### config.mk
export PLATFORM = sky130hd
export DESIGN_NAME = arp_proxy_responder_unit_flat
export DESIGN_NICKNAME = d
export VERILOG_FILES = /design/src/rtl/arp_pkg.sv /design/src/rtl/arp_if.sv /design/src/rtl/arp_rx_parse.sv /design/src/rtl/arp_tx_gen.sv /design/src/rtl/arp_proxy_responder_unit.sv /design/src/flat_wrapper.sv
export VERILOG_INCLUDE_DIRS = /design/src /design/src/rtl
export SDC_FILE = /design/constraint.sdc
export NUM_CORES = 1
export LEC_CHECK = 0
export ABC_AREA = 1
export ABC_CLOCK_PERIOD_IN_PS = 14000
export BUFFER_PORTS_ARGS = -buffer_cell sky130_fd_sc_hd__buf_2
export CAP_MARGIN = 20
export CORE_MARGIN = 2
export CORE_UTILIZATION = 50
export DETAILED_ROUTE_END_ITERATION = 7
export PLACE_DENSITY = 0.67
export SLEW_MARGIN = 20
export SYNTH_ARGS = -nofsm -noshare
export SYNTH_HDL_FRONTEND = slang
export SYNTH_SLANG_ARGS = --single-unit
### constraint.sdc
create_clock -name clock -period 14 [get_ports clock]
set_input_delay 2.8 -clock clock [delete_from_list [all_inputs] [get_ports clock]]
set_output_delay 2.8 -clock clock [all_outputs]
set_load 0.01 [all_outputs]
### src/rtl/assert_macros.svh
// ----------------------------------------------------------------------------
// assert_macros.svh
// Assertion macros shared by the arp responder modules.
// ----------------------------------------------------------------------------
`ifndef ASSERT_MACROS_SVH
`define ASSERT_MACROS_SVH

// concurrent check on an explicit clock, off while reset is high
`define ARP_ASSERT(label, clk, rst, prop, msg) \
   label: assert property (@(posedge clk) disable iff (rst) prop) else $error(msg);

// same check on the usual clock and reset names of this project
`define ARP_CHECK(label, prop, msg) \
   `ARP_ASSERT(label, clock, reset, prop, msg)

`endif

### src/rtl/arp_pkg.sv
// ----------------------------------------------------------------------------
// arp_pkg
// Types, constants and byte helpers of the arp proxy responder.
// ----------------------------------------------------------------------------
package arp_pkg;

   localparam int MAC_W     = 48;
   localparam int IP_W      = 32;
   localparam int CNT_W     = 6;
   localparam int CSR_IDX_W = 1;
   localparam int CSR_DAT_W = MAC_W;

   localparam logic [CNT_W-1:0] ARP_BYTES = 6'd42;
   localparam logic [CNT_W-1:0] LAST_IDX  = 6'd41;

   // byte positions inside the request / reply
   localparam logic [CNT_W-1:0] FIX_FIRST = 6'd12;
   localparam logic [CNT_W-1:0] FIX_END   = 6'd22;
   localparam logic [CNT_W-1:0] SHA_FIRST = 6'd22;
   localparam logic [CNT_W-1:0] SPA_FIRST = 6'd28;
   localparam logic [CNT_W-1:0] THA_FIRST = 6'd32;
   localparam logic [CNT_W-1:0] TPA_FIRST = 6'd38;
   localparam logic [CNT_W-1:0] OPCODE_LO = 6'd21;
   localparam logic [CNT_W-1:0] SMAC_FIRST = 6'd6;

   localparam logic [15:0] ETHERTYPE_ARP = 16'h0806;
   localparam logic [15:0] PROTO_IPV4    = 16'h0800;
   localparam logic [7:0]  OPER_REPLY_LO = 8'h02;

   localparam logic [1:0] VERDICT_REPLY    = 2'd0;
   localparam logic [1:0] VERDICT_SHORT    = 2'd1;
   localparam logic [1:0] VERDICT_MISMATCH = 2'd2;

   localparam logic [CSR_IDX_W-1:0] CSR_PROXY_MAC = 1'd0;
   localparam logic [CSR_IDX_W-1:0] CSR_PROXY_IP  = 1'd1;

   typedef struct packed {
      logic [1:0]       verdict;
      logic [MAC_W-1:0] sender_hw;
      logic [IP_W-1:0]  sender_pa;
   } arp_evt_type;

   // expected request byte at positions 12..21 (opcode request at 21)
   function automatic logic [7:0] request_fixed(input logic [CNT_W-1:0] pos);
      logic [7:0] b;
      unique case (pos)
         6'd12:   b = ETHERTYPE_ARP[15:8];
         6'd13:   b = ETHERTYPE_ARP[7:0];
         6'd14:   b = 8'h00;
         6'd15:   b = 8'h01;
         6'd16:   b = PROTO_IPV4[15:8];
         6'd17:   b = PROTO_IPV4[7:0];
         6'd18:   b = 8'h06;
         6'd19:   b = 8'h04;
         6'd20:   b = 8'h00;
         default: b = 8'h01;
      endcase
      return b;
   endfunction

   // wire byte k of a mac address, k = 0 is bits 47..40
   function automatic logic [7:0] mac_byte(input logic [MAC_W-1:0] v, input logic [2:0] k);
      logic [MAC_W-1:0] sh;
      sh = v >> {(3'd5 - k), 3'b000};
      return sh[7:0];
   endfunction

   // wire byte k of an ipv4 address, k = 0 is bits 31..24
   function automatic logic [7:0] ip_byte(input logic [IP_W-1:0] v, input logic [1:0] k);
      logic [IP_W-1:0] sh;
      sh = v >> {(2'd3 - k), 3'b000};
      return sh[7:0];
   endfunction

endpackage

### src/rtl/arp_if.sv
// ----------------------------------------------------------------------------
// arp_if
// Valid/ready channels of the arp responder: frame bytes in, results out.
// ----------------------------------------------------------------------------
interface arp_req_if;
   logic       valid;
   logic       ready;
   logic [7:0] rx_byte;
   logic       rx_last;

   modport source (output valid, output rx_byte, output rx_last, input ready);
   modport sink   (input valid, input rx_byte, input rx_last, output ready);
endinterface

interface arp_rsp_if;
   logic       valid;
   logic       ready;
   logic [7:0] tx_byte;
   logic [1:0] verdict;
   logic       tx_last;

   modport source (output valid, output tx_byte, output verdict, output tx_last, input ready);
   modport sink   (input valid, input tx_byte, input verdict, input tx_last, output ready);
endinterface

### src/rtl/arp_rx_parse.sv
// ----------------------------------------------------------------------------
// arp_rx_parse
// Per-byte request parser: position counter, header checks, sender address
// capture, and a one-entry frame-end event register.
// ----------------------------------------------------------------------------
`include "assert_macros.svh"

module arp_rx_parse (
   input  logic                  clock,
   input  logic                  reset,
   arp_req_if.sink               req_if,
   input  logic [31:0]           proxy_ip,
   output logic                  evt_valid,
   output arp_pkg::arp_evt_type  evt,
   input  logic                  evt_take
);
   import arp_pkg::*;

   logic [CNT_W-1:0] byte_count_ff, byte_count_in;
   logic             still_matching_ff, still_matching_in;
   logic [MAC_W-1:0] sender_hw_ff, sender_hw_in;
   logic [IP_W-1:0]  sender_pa_ff, sender_pa_in;
   logic             evt_valid_ff, evt_valid_in;
   arp_evt_type      evt_ff, evt_in;

   logic             req_acc;
   logic             frame_end;
   logic             byte_ok;
   logic [CNT_W-1:0] tpa_off;

   // a frame end waits here until the generator takes it
   assign req_if.ready = !evt_valid_ff || evt_take;
   assign req_acc      = req_if.valid && req_if.ready;
   assign frame_end    = req_acc && req_if.rx_last;
   assign tpa_off      = byte_count_ff - TPA_FIRST;

   always_comb begin
      byte_ok = 1'b1;
      if (byte_count_ff >= FIX_FIRST && byte_count_ff < FIX_END) begin
         byte_ok = (req_if.rx_byte == request_fixed(byte_count_ff));
      end else if (byte_count_ff >= TPA_FIRST && byte_count_ff < ARP_BYTES) begin
         byte_ok = (req_if.rx_byte == ip_byte(proxy_ip, tpa_off[1:0]));
      end
   end

   always_comb begin
      byte_count_in     = byte_count_ff;
      still_matching_in = still_matching_ff;
      sender_hw_in      = sender_hw_ff;
      sender_pa_in      = sender_pa_ff;
      evt_valid_in      = evt_valid_ff && !evt_take;
      evt_in            = evt_ff;
      if (req_acc) begin
         if (byte_count_ff < ARP_BYTES) begin
            for (int i = 0; i < 6; i++) begin
               if (byte_count_ff == SHA_FIRST + CNT_W'(i))
                  sender_hw_in[8*(5-i) +: 8] = req_if.rx_byte;
            end
            for (int i = 0; i < 4; i++) begin
               if (byte_count_ff == SPA_FIRST + CNT_W'(i))
                  sender_pa_in[8*(3-i) +: 8] = req_if.rx_byte;
            end
            byte_count_in     = byte_count_ff + 1'b1;
            still_matching_in = still_matching_ff && byte_ok;
         end
         if (req_if.rx_last) begin
            evt_valid_in     = 1'b1;
            evt_in.sender_hw = sender_hw_in;
            evt_in.sender_pa = sender_pa_in;
            if (byte_count_in < ARP_BYTES)
               evt_in.verdict = VERDICT_SHORT;
            else if (!still_matching_in)
               evt_in.verdict = VERDICT_MISMATCH;
            else
               evt_in.verdict = VERDICT_REPLY;
            byte_count_in     = '0;
            still_matching_in = 1'b1;
         end
      end
   end

   always_ff @(posedge clock) begin
      if (reset) begin
         byte_count_ff     <= '0;
         still_matching_ff <= 1'b1;
         sender_hw_ff      <= '0;
         sender_pa_ff      <= '0;
         evt_valid_ff      <= 1'b0;
      end else begin
         byte_count_ff     <= byte_count_in;
         still_matching_ff <= still_matching_in;
         sender_hw_ff      <= sender_hw_in;
         sender_pa_ff      <= sender_pa_in;
         evt_valid_ff      <= evt_valid_in;
      end
   end

   always_ff @(posedge clock) begin
      evt_ff <= evt_in;
   end

   assign evt_valid = evt_valid_ff;
   assign evt       = evt_ff;

   `ARP_CHECK(a_count_range, byte_count_ff <= ARP_BYTES, "byte count past frame length")
   `ARP_CHECK(a_frame_end_clears, frame_end |=> (byte_count_ff == '0 && still_matching_ff), "no clear")
   `ARP_CHECK(a_event_held, (evt_valid_ff && !evt_take) |=> (evt_valid_ff && $stable(evt_ff)), "event lost")

endmodule

### src/rtl/arp_tx_gen.sv
// ----------------------------------------------------------------------------
// arp_tx_gen
// Result generator: turns a frame-end event into one status result or a
// 42-byte reply, through a registered output stage.
// ----------------------------------------------------------------------------
`include "assert_macros.svh"

module arp_tx_gen (
   input  logic                  clock,
   input  logic                  reset,
   input  logic                  evt_valid,
   input  arp_pkg::arp_evt_type  evt,
   output logic                  evt_take,
   input  logic [47:0]           proxy_mac,
   input  logic [31:0]           proxy_ip,
   arp_rsp_if.source             rsp_if
);
   import arp_pkg::*;

   logic             active_ff, active_in;
   logic [CNT_W-1:0] idx_ff, idx_in;
   logic [MAC_W-1:0] sha_ff, sha_in;
   logic [IP_W-1:0]  spa_ff, spa_in;
   logic             rsp_valid_ff, rsp_valid_in;
   logic [7:0]       tx_byte_ff, tx_byte_in;
   logic [1:0]       verdict_ff, verdict_in;
   logic             tx_last_ff, tx_last_in;

   logic             out_free;
   logic             reply_end;
   logic             status_out;
   logic [7:0]       reply_byte;
   logic [CNT_W-1:0] off_smac, off_sha, off_tip, off_tha, off_tpa;

   assign out_free = !rsp_valid_ff || rsp_if.ready;
   assign evt_take = evt_valid && !active_ff && out_free;

   assign reply_end  = active_ff && out_free && (idx_ff == LAST_IDX);
   assign status_out = rsp_valid_ff && (verdict_ff != VERDICT_REPLY);

   assign off_smac = idx_ff - SMAC_FIRST;
   assign off_sha  = idx_ff - SHA_FIRST;
   assign off_tip  = idx_ff - SPA_FIRST;
   assign off_tha  = idx_ff - THA_FIRST;
   assign off_tpa  = idx_ff - TPA_FIRST;

   // reply layout: eth header, arp fixed fields, proxy as sender, requester as target
   always_comb begin
      priority if (idx_ff < SMAC_FIRST)
         reply_byte = mac_byte(sha_ff, idx_ff[2:0]);
      else if (idx_ff < FIX_FIRST)
         reply_byte = mac_byte(proxy_mac, off_smac[2:0]);
      else if (idx_ff == OPCODE_LO)
         reply_byte = OPER_REPLY_LO;
      else if (idx_ff < FIX_END)
         reply_byte = request_fixed(idx_ff);
      else if (idx_ff < SPA_FIRST)
         reply_byte = mac_byte(proxy_mac, off_sha[2:0]);
      else if (idx_ff < THA_FIRST)
         reply_byte = ip_byte(proxy_ip, off_tip[1:0]);
      else if (idx_ff < TPA_FIRST)
         reply_byte = mac_byte(sha_ff, off_tha[2:0]);
      else
         reply_byte = ip_byte(spa_ff, off_tpa[1:0]);
   end

   always_comb begin
      active_in    = active_ff;
      idx_in       = idx_ff;
      sha_in       = sha_ff;
      spa_in       = spa_ff;
      rsp_valid_in = rsp_valid_ff;
      tx_byte_in   = tx_byte_ff;
      verdict_in   = verdict_ff;
      tx_last_in   = tx_last_ff;
      if (active_ff && out_free) begin
         rsp_valid_in = 1'b1;
         tx_byte_in   = reply_byte;
         verdict_in   = VERDICT_REPLY;
         tx_last_in   = (idx_ff == LAST_IDX);
         idx_in       = idx_ff + 1'b1;
         if (idx_ff == LAST_IDX)
            active_in = 1'b0;
      end else if (evt_take) begin
         if (evt.verdict == VERDICT_REPLY) begin
            // setup step to latch the requester addresses
            active_in    = 1'b1;
            idx_in       = '0;
            sha_in       = evt.sender_hw;
            spa_in       = evt.sender_pa;
            rsp_valid_in = 1'b0;
         end else begin
            rsp_valid_in = 1'b1;
            tx_byte_in   = '0;
            verdict_in   = evt.verdict;
            tx_last_in   = 1'b1;
         end
      end else if (rsp_if.ready) begin
         rsp_valid_in = 1'b0;
      end
   end

   always_ff @(posedge clock) begin
      if (reset) begin
         active_ff    <= 1'b0;
         idx_ff       <= '0;
         rsp_valid_ff <= 1'b0;
      end else begin
         active_ff    <= active_in;
         idx_ff       <= idx_in;
         rsp_valid_ff <= rsp_valid_in;
      end
   end

   always_ff @(posedge clock) begin
      sha_ff     <= sha_in;
      spa_ff     <= spa_in;
      tx_byte_ff <= tx_byte_in;
      verdict_ff <= verdict_in;
      tx_last_ff <= tx_last_in;
   end

   assign rsp_if.valid   = rsp_valid_ff;
   assign rsp_if.tx_byte = tx_byte_ff;
   assign rsp_if.verdict = verdict_ff;
   assign rsp_if.tx_last = tx_last_ff;

   `ARP_CHECK(a_idx_range, active_ff |-> (idx_ff < ARP_BYTES), "reply index past frame length")
   `ARP_CHECK(a_status_single, status_out |-> (tx_last_ff && tx_byte_ff == '0), "bad status")
   `ARP_CHECK(a_reply_done, reply_end |=> (!active_ff && rsp_valid_ff && tx_last_ff), "bad reply end")

endmodule

### src/rtl/arp_proxy_responder_unit.sv
// ----------------------------------------------------------------------------
// arp_proxy_responder_unit
// ARP proxy responder for IPv4 over Ethernet, byte-stream in and out.
// ----------------------------------------------------------------------------
// Frame bytes are taken one per clock unless the input stalls; the per-byte work
// is a position counter, a compare and a capture, done in the cycle the byte is
// accepted. A frame's final byte is held as an event until the generator is free.
// The generator turns it into either one status result (short frame or not a
// matching request), registered in the cycle after the event is taken, or a
// 42-byte ARP reply that starts after a setup step and then delivers one byte
// per clock while the output accepts it. Bytes of the next frame keep flowing
// while a reply goes out; once that frame's final byte waits as an event, the
// input stalls until the generator takes it. Registers proxy_mac (index 0) and
// proxy_ip (index 1) are written through the csr port; the user must do so only
// while the block is idle, which the block does not enforce. No clearing pass after reset.
module arp_proxy_responder_unit (
   input  logic                                clock,
   input  logic                                reset,
   arp_req_if.sink                             req_if,
   arp_rsp_if.source                           rsp_if,
   input  logic                                csr_we,
   input  logic [arp_pkg::CSR_IDX_W-1:0]       csr_idx,
   input  logic [arp_pkg::CSR_DAT_W-1:0]       csr_wdata
);
   import arp_pkg::*;

   logic [MAC_W-1:0] proxy_mac_ff;
   logic [IP_W-1:0]  proxy_ip_ff;
   logic             evt_valid;
   logic             evt_take;
   arp_evt_type      evt;

   always_ff @(posedge clock) begin
      if (reset) begin
         proxy_mac_ff <= '0;
         proxy_ip_ff  <= '0;
      end else if (csr_we) begin
         unique case (csr_idx)
            CSR_PROXY_MAC: proxy_mac_ff <= csr_wdata;
            CSR_PROXY_IP:  proxy_ip_ff  <= csr_wdata[IP_W-1:0];
            default:       ;
         endcase
      end
   end

   arp_rx_parse u_rx_parse (
      .clock      (clock),
      .reset      (reset),
      .req_if     (req_if),
      .proxy_ip   (proxy_ip_ff),
      .evt_valid  (evt_valid),
      .evt        (evt),
      .evt_take   (evt_take)
   );

   arp_tx_gen u_tx_gen (
      .clock      (clock),
      .reset      (reset),
      .evt_valid  (evt_valid),
      .evt        (evt),
      .evt_take   (evt_take),
      .proxy_mac  (proxy_mac_ff),
      .proxy_ip   (proxy_ip_ff),
      .rsp_if     (rsp_if)
   );

endmodule
### src/flat_wrapper.sv
// flat-port wrapper written by rule: the top's interface ports become plain ports
module arp_proxy_responder_unit_flat import arp_pkg::*;
  (clock, reset, csr_we, csr_idx, csr_wdata, req_if_valid, req_if_rx_byte, req_if_rx_last, req_if_ready, rsp_if_valid, rsp_if_tx_byte, rsp_if_verdict, rsp_if_tx_last, rsp_if_ready);
  arp_req_if req_if_i ();
  arp_rsp_if rsp_if_i ();
  input  logic clock;
  input  logic reset;
  input  logic csr_we;
  input  logic [arp_pkg::CSR_IDX_W-1:0] csr_idx;
  input  logic [arp_pkg::CSR_DAT_W-1:0] csr_wdata;
  input wire logic [$bits(req_if_i.valid)-1:0] req_if_valid;
  input wire logic [$bits(req_if_i.rx_byte)-1:0] req_if_rx_byte;
  input wire logic [$bits(req_if_i.rx_last)-1:0] req_if_rx_last;
  output wire logic [$bits(req_if_i.ready)-1:0] req_if_ready;
  output wire logic [$bits(rsp_if_i.valid)-1:0] rsp_if_valid;
  output wire logic [$bits(rsp_if_i.tx_byte)-1:0] rsp_if_tx_byte;
  output wire logic [$bits(rsp_if_i.verdict)-1:0] rsp_if_verdict;
  output wire logic [$bits(rsp_if_i.tx_last)-1:0] rsp_if_tx_last;
  input wire logic [$bits(rsp_if_i.ready)-1:0] rsp_if_ready;
  assign req_if_i.valid = req_if_valid;
  assign req_if_i.rx_byte = req_if_rx_byte;
  assign req_if_i.rx_last = req_if_rx_last;
  assign req_if_ready = req_if_i.ready;
  assign rsp_if_valid = rsp_if_i.valid;
  assign rsp_if_tx_byte = rsp_if_i.tx_byte;
  assign rsp_if_verdict = rsp_if_i.verdict;
  assign rsp_if_tx_last = rsp_if_i.tx_last;
  assign rsp_if_i.ready = rsp_if_ready;
  arp_proxy_responder_unit u_core (.clock(clock), .reset(reset), .req_if(req_if_i), .rsp_if(rsp_if_i), .csr_we(csr_we), .csr_idx(csr_idx), .csr_wdata(csr_wdata));
endmodule
; After elaboration in Yosys (flattened, before gate mapping)
; Memory sizes are Yosys's and may differ from the RTL's. A register that Yosys moved wholly into a read port is not among the register bits.
; Index checks and enable logic that the tools add are counted.
[op_classes]
n_mux = 54
reduce_logical = 26
div = 0
bitwise = 3
addsub = 15
shifts = 7
order_cmp = 11
mul = 0
n_eq_ne = 16
[ops]
columns = cell, count
row1 = 48-bit by 6-bit >> shifter with 8-bit output, 4
row2 = 8-bit two-way mux, 23
row3 = 32-bit by 5-bit >> shifter with 8-bit output, 3
row4 = "6-bit by 5-bit == test with 1-bit output, second input constant", 11
row5 = 48-bit two-way mux, 1
row6 = 6-bit two-way mux, 6
row7 = 32-bit two-way mux, 1
row8 = "6-bit less-than comparator, second input constant", 4
row9 = 5-bit two-way mux, 4
row10 = "6-bit by 5-bit less-than comparator with 1-bit output, second input constant", 3
row11 = 1-bit two-way mux, 18
row12 = 8-bit == test, 2
row13 = "6-bit by 1-bit adder with 6-bit output, second input constant", 2
row14 = 2-bit AND reduction, 6
row15 = "3-bit subtractor, first input constant", 4
row16 = 1-bit logical AND, 8
row17 = "6-bit == test, second input constant", 1
row18 = "6-bit by 4-bit greater-or-equal comparator with 1-bit output, second input constant", 1
row19 = "6-bit greater-or-equal comparator, second input constant", 1
row20 = "6-bit by 3-bit less-than comparator with 1-bit output, second input constant", 1
row21 = "6-bit by 4-bit less-than comparator with 1-bit output, second input constant", 1
row22 = 3-bit AND reduction, 2
row23 = "2-bit subtractor, first input constant", 3
row24 = "3-bit subtractor, second input constant", 2
row25 = other kinds (12), 20
[totals]
rom_bits = 256
reg_bits = 349
in_bits = 63
latch_bits = 0
ramBits = 0
memories = 2
[memory_table]
columns = memory, words, width, rd, rd_clocked_by_memory_dff, write_ports, line
row1 = (name not given), 32, 4, 1, 1, 0, arp_pkg.sv:46  ; unique case (pos)
row2 = (name not given), 32, 4, 1, 1, 0, arp_pkg.sv:46

; Longest topological paths before layout
[logic_depth]
ltp_word = 11
depth_mapped = 15
mapped_depth_nobuf = 13

; Cells and area by module
; From an unflattened synthesis, not the netlist that was laid out.
[unflattened]
hier_cells = 2028
area_unflattened_um2 = 16515.8
[modules_own_cells]
columns = mod, n_inst, cells_each, area_each_um2, seq_area_each_um2
row1 = arp_rx_parse, 1, 950, 7831.3, 4304.1
row2 = arp_tx_gen, 1, 622, 5452.7, 2952.8
row3 = arp_proxy_responder_unit, 1, 456, 3231.8, 1601.5

; Least setup slack after synthesis
; Ideal clock, no wire load.
[synth_timing]
kind = input to register
from = in rsp_if_ready
to = reg u_core.u_rx_parse.evt_ff, in the netlist u_core.u_rx_parse.evt[0], enable pin
path_slack_ns = 6.403
arrival_time_ns = 7.074
cell_stages = 7
path_cell_list = nor2_1 o21ai_2 nand2_1 buf_2 buf_2 buf_2 nor2_1
[synth_via]
elab_chain_len = 5
[synth_rtl]
columns = item, line
row1 = from (decl), flat_wrapper.sv:19  ; input wire logic [$bits(rsp_if_i.ready)-1:0] rsp_if_ready;
row2 = 1-bit logical OR, arp_tx_gen.sv:35  ; assign out_free = !rsp_valid_ff || rsp_if.ready;
row3 = 1-bit logical AND, arp_tx_gen.sv:36  ; assign evt_take = evt_valid && !active_ff && out_free;
row4 = 1-bit logical OR, arp_rx_parse.sv:32  ; assign req_if.ready = !evt_valid_ff || evt_take;
row5 = net req_if_ready, flat_wrapper.sv:14  ; output wire logic [$bits(req_if_i.ready)-1:0] req_if_ready;
row6 = 1-bit logical AND, arp_rx_parse.sv:33  ; assign req_acc = req_if.valid && req_if.ready;
row7 = 2-bit AND reduction (no source line), -
row8 = to (signal assigned), arp_rx_parse.sv:99  ; evt_ff <= evt_in;
row9 = to (decl), arp_rx_parse.sv:24  ; arp_evt_type evt_ff, evt_in;
; The timed path passes the listed nets, and every way through them passes these cells.
; A chain may end at the register's enable or synchronous reset.

; Final worst setup path
[layout_timing]
from = in rsp_if_ready
to = out req_if_ready
[layout_via]
elab_chain_len = 3
[layout_rtl]
columns = item, line
row1 = 1-bit logical OR, arp_tx_gen.sv:35
row2 = 1-bit logical AND, arp_tx_gen.sv:36
row3 = 1-bit logical OR, arp_rx_parse.sv:32
row4 = to (decl), flat_wrapper.sv:14
; No other way between the ends.

==> results.txt <==
----------------------------------------------------
[Detailed routing]
  Via-per-instance ratio ... ~5.5
  Number of routed nets with antenna violations ... 0
  Residual DRC ... 0
  Routed wire length per instance ... between 15 and 20 um
  WL final ... between 30 and 40 mm
  Via count of the routed design ... between 10000 and 15000
  Number of DRC violations after detailed-routing iteration 0 ... between 1000 and 1500
  Number of iterations in the first detailed-routing pass ... 5

[Synthesis]
  Synth area leaders ... edfxtp_1, dfxtp_1, nor2_1
  Post-synth top area share ... 33.3%
  Post-synth design cell area ... 15400 um2
  Predominant post-synthesis flop cell ... dfxtp_1
  Net count after synthesis ... approximately 1900
  Number of standard cells after synthesis ... 1801
  Number of different library cells in the post-synthesis netlist ... slightly above 40
  Seq/Total Area, Yosys ... between 50 and 60%
  Number of flops mapped to enable cells by yosys ... roughly 170
  Share of async-settable or async-resettable flops after synthesis ... 0%
  Number of synthesized register bits ... about 360
  Mean Syn Cell Area ... approximately 8.6 um2
  Post-synthesis cell type with the largest combined area ... edfxtp_1
  Number of warnings issued by yosys ... 0

[CTS]
  Post-cts resize count ... 0
  Root Buffer ... clkbuf_16
  TritonCTS clock tree ... built
  Max Buffers Root-to-Sink ... 3
  Clock insertion delay at the later pin of the skew report ... 0.52 ns
  Clock edge transition at the registers on the reported setup and hold paths ... 0.06 ns
  Sinks on Clock Net ... approximately 360
  Number of post-CTS setup repair buffers ... 0
  Number of levels in the clock H-tree ... 2
  # hold bufs at CTS ... 0
  Number of buffers created by CTS ... 37

[STA]
  Transition time at the pin with the least slew margin ... between 1 and 1.5 ns
  Aggregate negative setup slack ... 0 ns
  RSZ-0062 raised after global routing ... no
  Final critical-path share of the clock period ... between 40 and 50%
  Final Max Tran Viols ... 0
  Final setup violating endpoints ... 0
  Clock Skews ... around 0.017 ns
  Final Hold Violating Endpoints ... 0
  Max Clock Freq ... between 150 and 200 MHz
  Post-route minimum period ... roughly 6.3 ns
  Worst path setup slack after routing ... around 7.7 ns
  Slew headroom ... between 20 and 30%

[Finish]
  Most frequent cells in the layout ... nor2_1, nand2_1, o21ai_0
  Layout Cells excl Fill ... ~2200
  Most common cell after layout, fill and taps aside ... nor2_1
  Number of fill cells in the layout ... ~2700
  Total Nets Final ... 1890
  Final core occ ... a little under three fifths
  Share of layout cells above drive strength 1 ... 9.63%
  Area growth from synthesis to layout ... 11.1%

[Floorplan]
  Core region area ... around 30000 um2
  Floorplan die width ... between 150 and 200 um
  Initial core utilization ... between 50% and 60%
  Die H ... 180 um
  Die Outline Area ... approximately 32000 um2
  Num rows ... 64
  I/O pin cnt ... 76

[Global routing]
  GRT met3 Usage ... under 10%
  Global routing met2 resource utilization ... 39.3%
  Largest net degree at the start of global routing ... 100
  GRT busiest layer ... met2
  Number of antenna violations at the first check in global routing ... 0
  Gr usage total ... between 20% and 30%
  Via count of the first global-routing pass ... 11700
  Met1 Resource Use GR ... 32.1%
  Total congestion overflow ... 0
  Global-route wire length before repair ... 62.3 mm

[Worst setup path]
  Setup crit start kind ... input port
  Critical path class ... input port to primary output
  Required time reported for the critical path endpoint ... between 10 and 15 ns
  Element type at the critical path end ... primary output
  Highest net fanout along the worst path ... 4
  Worst path arrival time ... about 3.5 ns

[Place]
  Placed Instances ... 2177
  Number of buffer cells added on primary ports ... 75
  Weighted congestion reported at the end of routability-driven placement ... roughly 0.87
  HPWL after DPL ... ~25 mm
  Worst setup timing slack at the placement stage ... slightly below 8 ns

[Hold path]
  Kind of path behind the tightest hold check ... register to register

[Power]
  Worst vdd rail ir drop ... ~85 uV
  Power Dens Cells ... 133 nW/um2
  Leakage power ... ~0.0067 uW

[Flow run]
  Max cap viols ... 0

[Outcome]
  Status ... completed

----------------------------------------------------
[metal layers]
layer,up-vias,wire length [um]
li1,6041,-
met1,5747,16900
met4,0,1500
met2,457,18100
met3,82,2700
met5,-,0
[per-stage QoR]
| step | hold slack, ns | area, um2 | power [uW] |
|---|---|---|---|
| 5_1_grt | 0.422 | 17100 | 2360 |
| 6_report | 0.417 | 17100 | 2270 |
| 2_1_floorplan | 0.400 | 15400 | 1270 |
| 4_1_cts | 0.415 | 17100 | 2290 |
| 3_3_place_gp | 0.401 | 15900 | 1310 |
| 3_5_place_dp | 0.405 | 15900 | 1320 |
[report_power, final]
part	internal, uW	switching (uW)
clock network	576	400
logic	44.9	94.9
registers	1140	18.0
total	1760	513
[cells in the mapped netlist, types with 9 or more instances]
master,instances
edfxtp_1,171
nand2_1,311
nand3_1,89
a211oi_1,40
buf_2,39
xor2_1,9
a21oi_1,114
nor2_1,326
clkbuf_1,53
inv_1,135
o21ai_0,231
o21ai_1,13
dfxtp_1,186
[registers in the layout, indices dropped and copies added, names as in the netlist, 2 cells and up, named ones only]
register / flops
u_core.u_rx_parse.evt: 82
u_core.proxy_mac_ff: 48
u_core.u_rx_parse.sender_hw_ff: 48
u_core.u_tx_gen.sha_ff: 48
u_core.proxy_ip_ff: 32
u_core.u_rx_parse.sender_pa_ff: 32
u_core.u_tx_gen.spa_ff: 32
u_core.u_tx_gen.rsp_if.tx_byte: 8
u_core.u_rx_parse.byte_count_ff: 6
u_core.u_tx_gen.idx_ff: 6
u_core.u_tx_gen.rsp_if.verdict: 2
[logic make-up (layout without fill, tap and decap cells)]
group | Yosys count | count (layout) | share of synthesized area, %
compound gates | 420 | 420 | 14.7
xor+xnor | 10 | 10 | 0.568
fa+ha+maj | 7 | 7 | 0.568
buf+inv | 250 | 298 | 6.72
flops | 357 | 357 | 57.5
other cells | 0 | 1 | 0
simple gates | 757 | 757 | 20.0
[worst max-delay path, stage by stage]
cell     delay [ns]
buf_2          0.09
nor2_1         0.06
o21ai_2        0.33
buf_2          0.21
[final timing paths]
check,start,to,slack [ns],depth (start not counted)
setup reg to reg,u_core.u_tx_gen.idx_ff[1],u_core.u_tx_gen.rsp_if.tx_byte[2],10.73,7
hold reg to reg,u_core.u_rx_parse.evt[61],u_core.u_tx_gen.sha_ff[29],0.42,0
setup / recovery,rsp_if_ready,req_if_ready,7.72,4
hold / removal,u_core.u_rx_parse.evt[61],u_core.u_tx_gen.sha_ff[29],0.42,0
[layout make-up]
type	count	area [um2]	area share, %
timing repair buffer	90	488	2.85
tap	396	495	2.89
antenna	1	2.50	0.0146
sequential	357	8860	51.7
inverter	140	526	3.07
clock buffer	47	1030	5.99
clock inverter	21	186	1.09
multi-input combinational	1194	5550	32.4
Power figures use the tool's default switching activity.
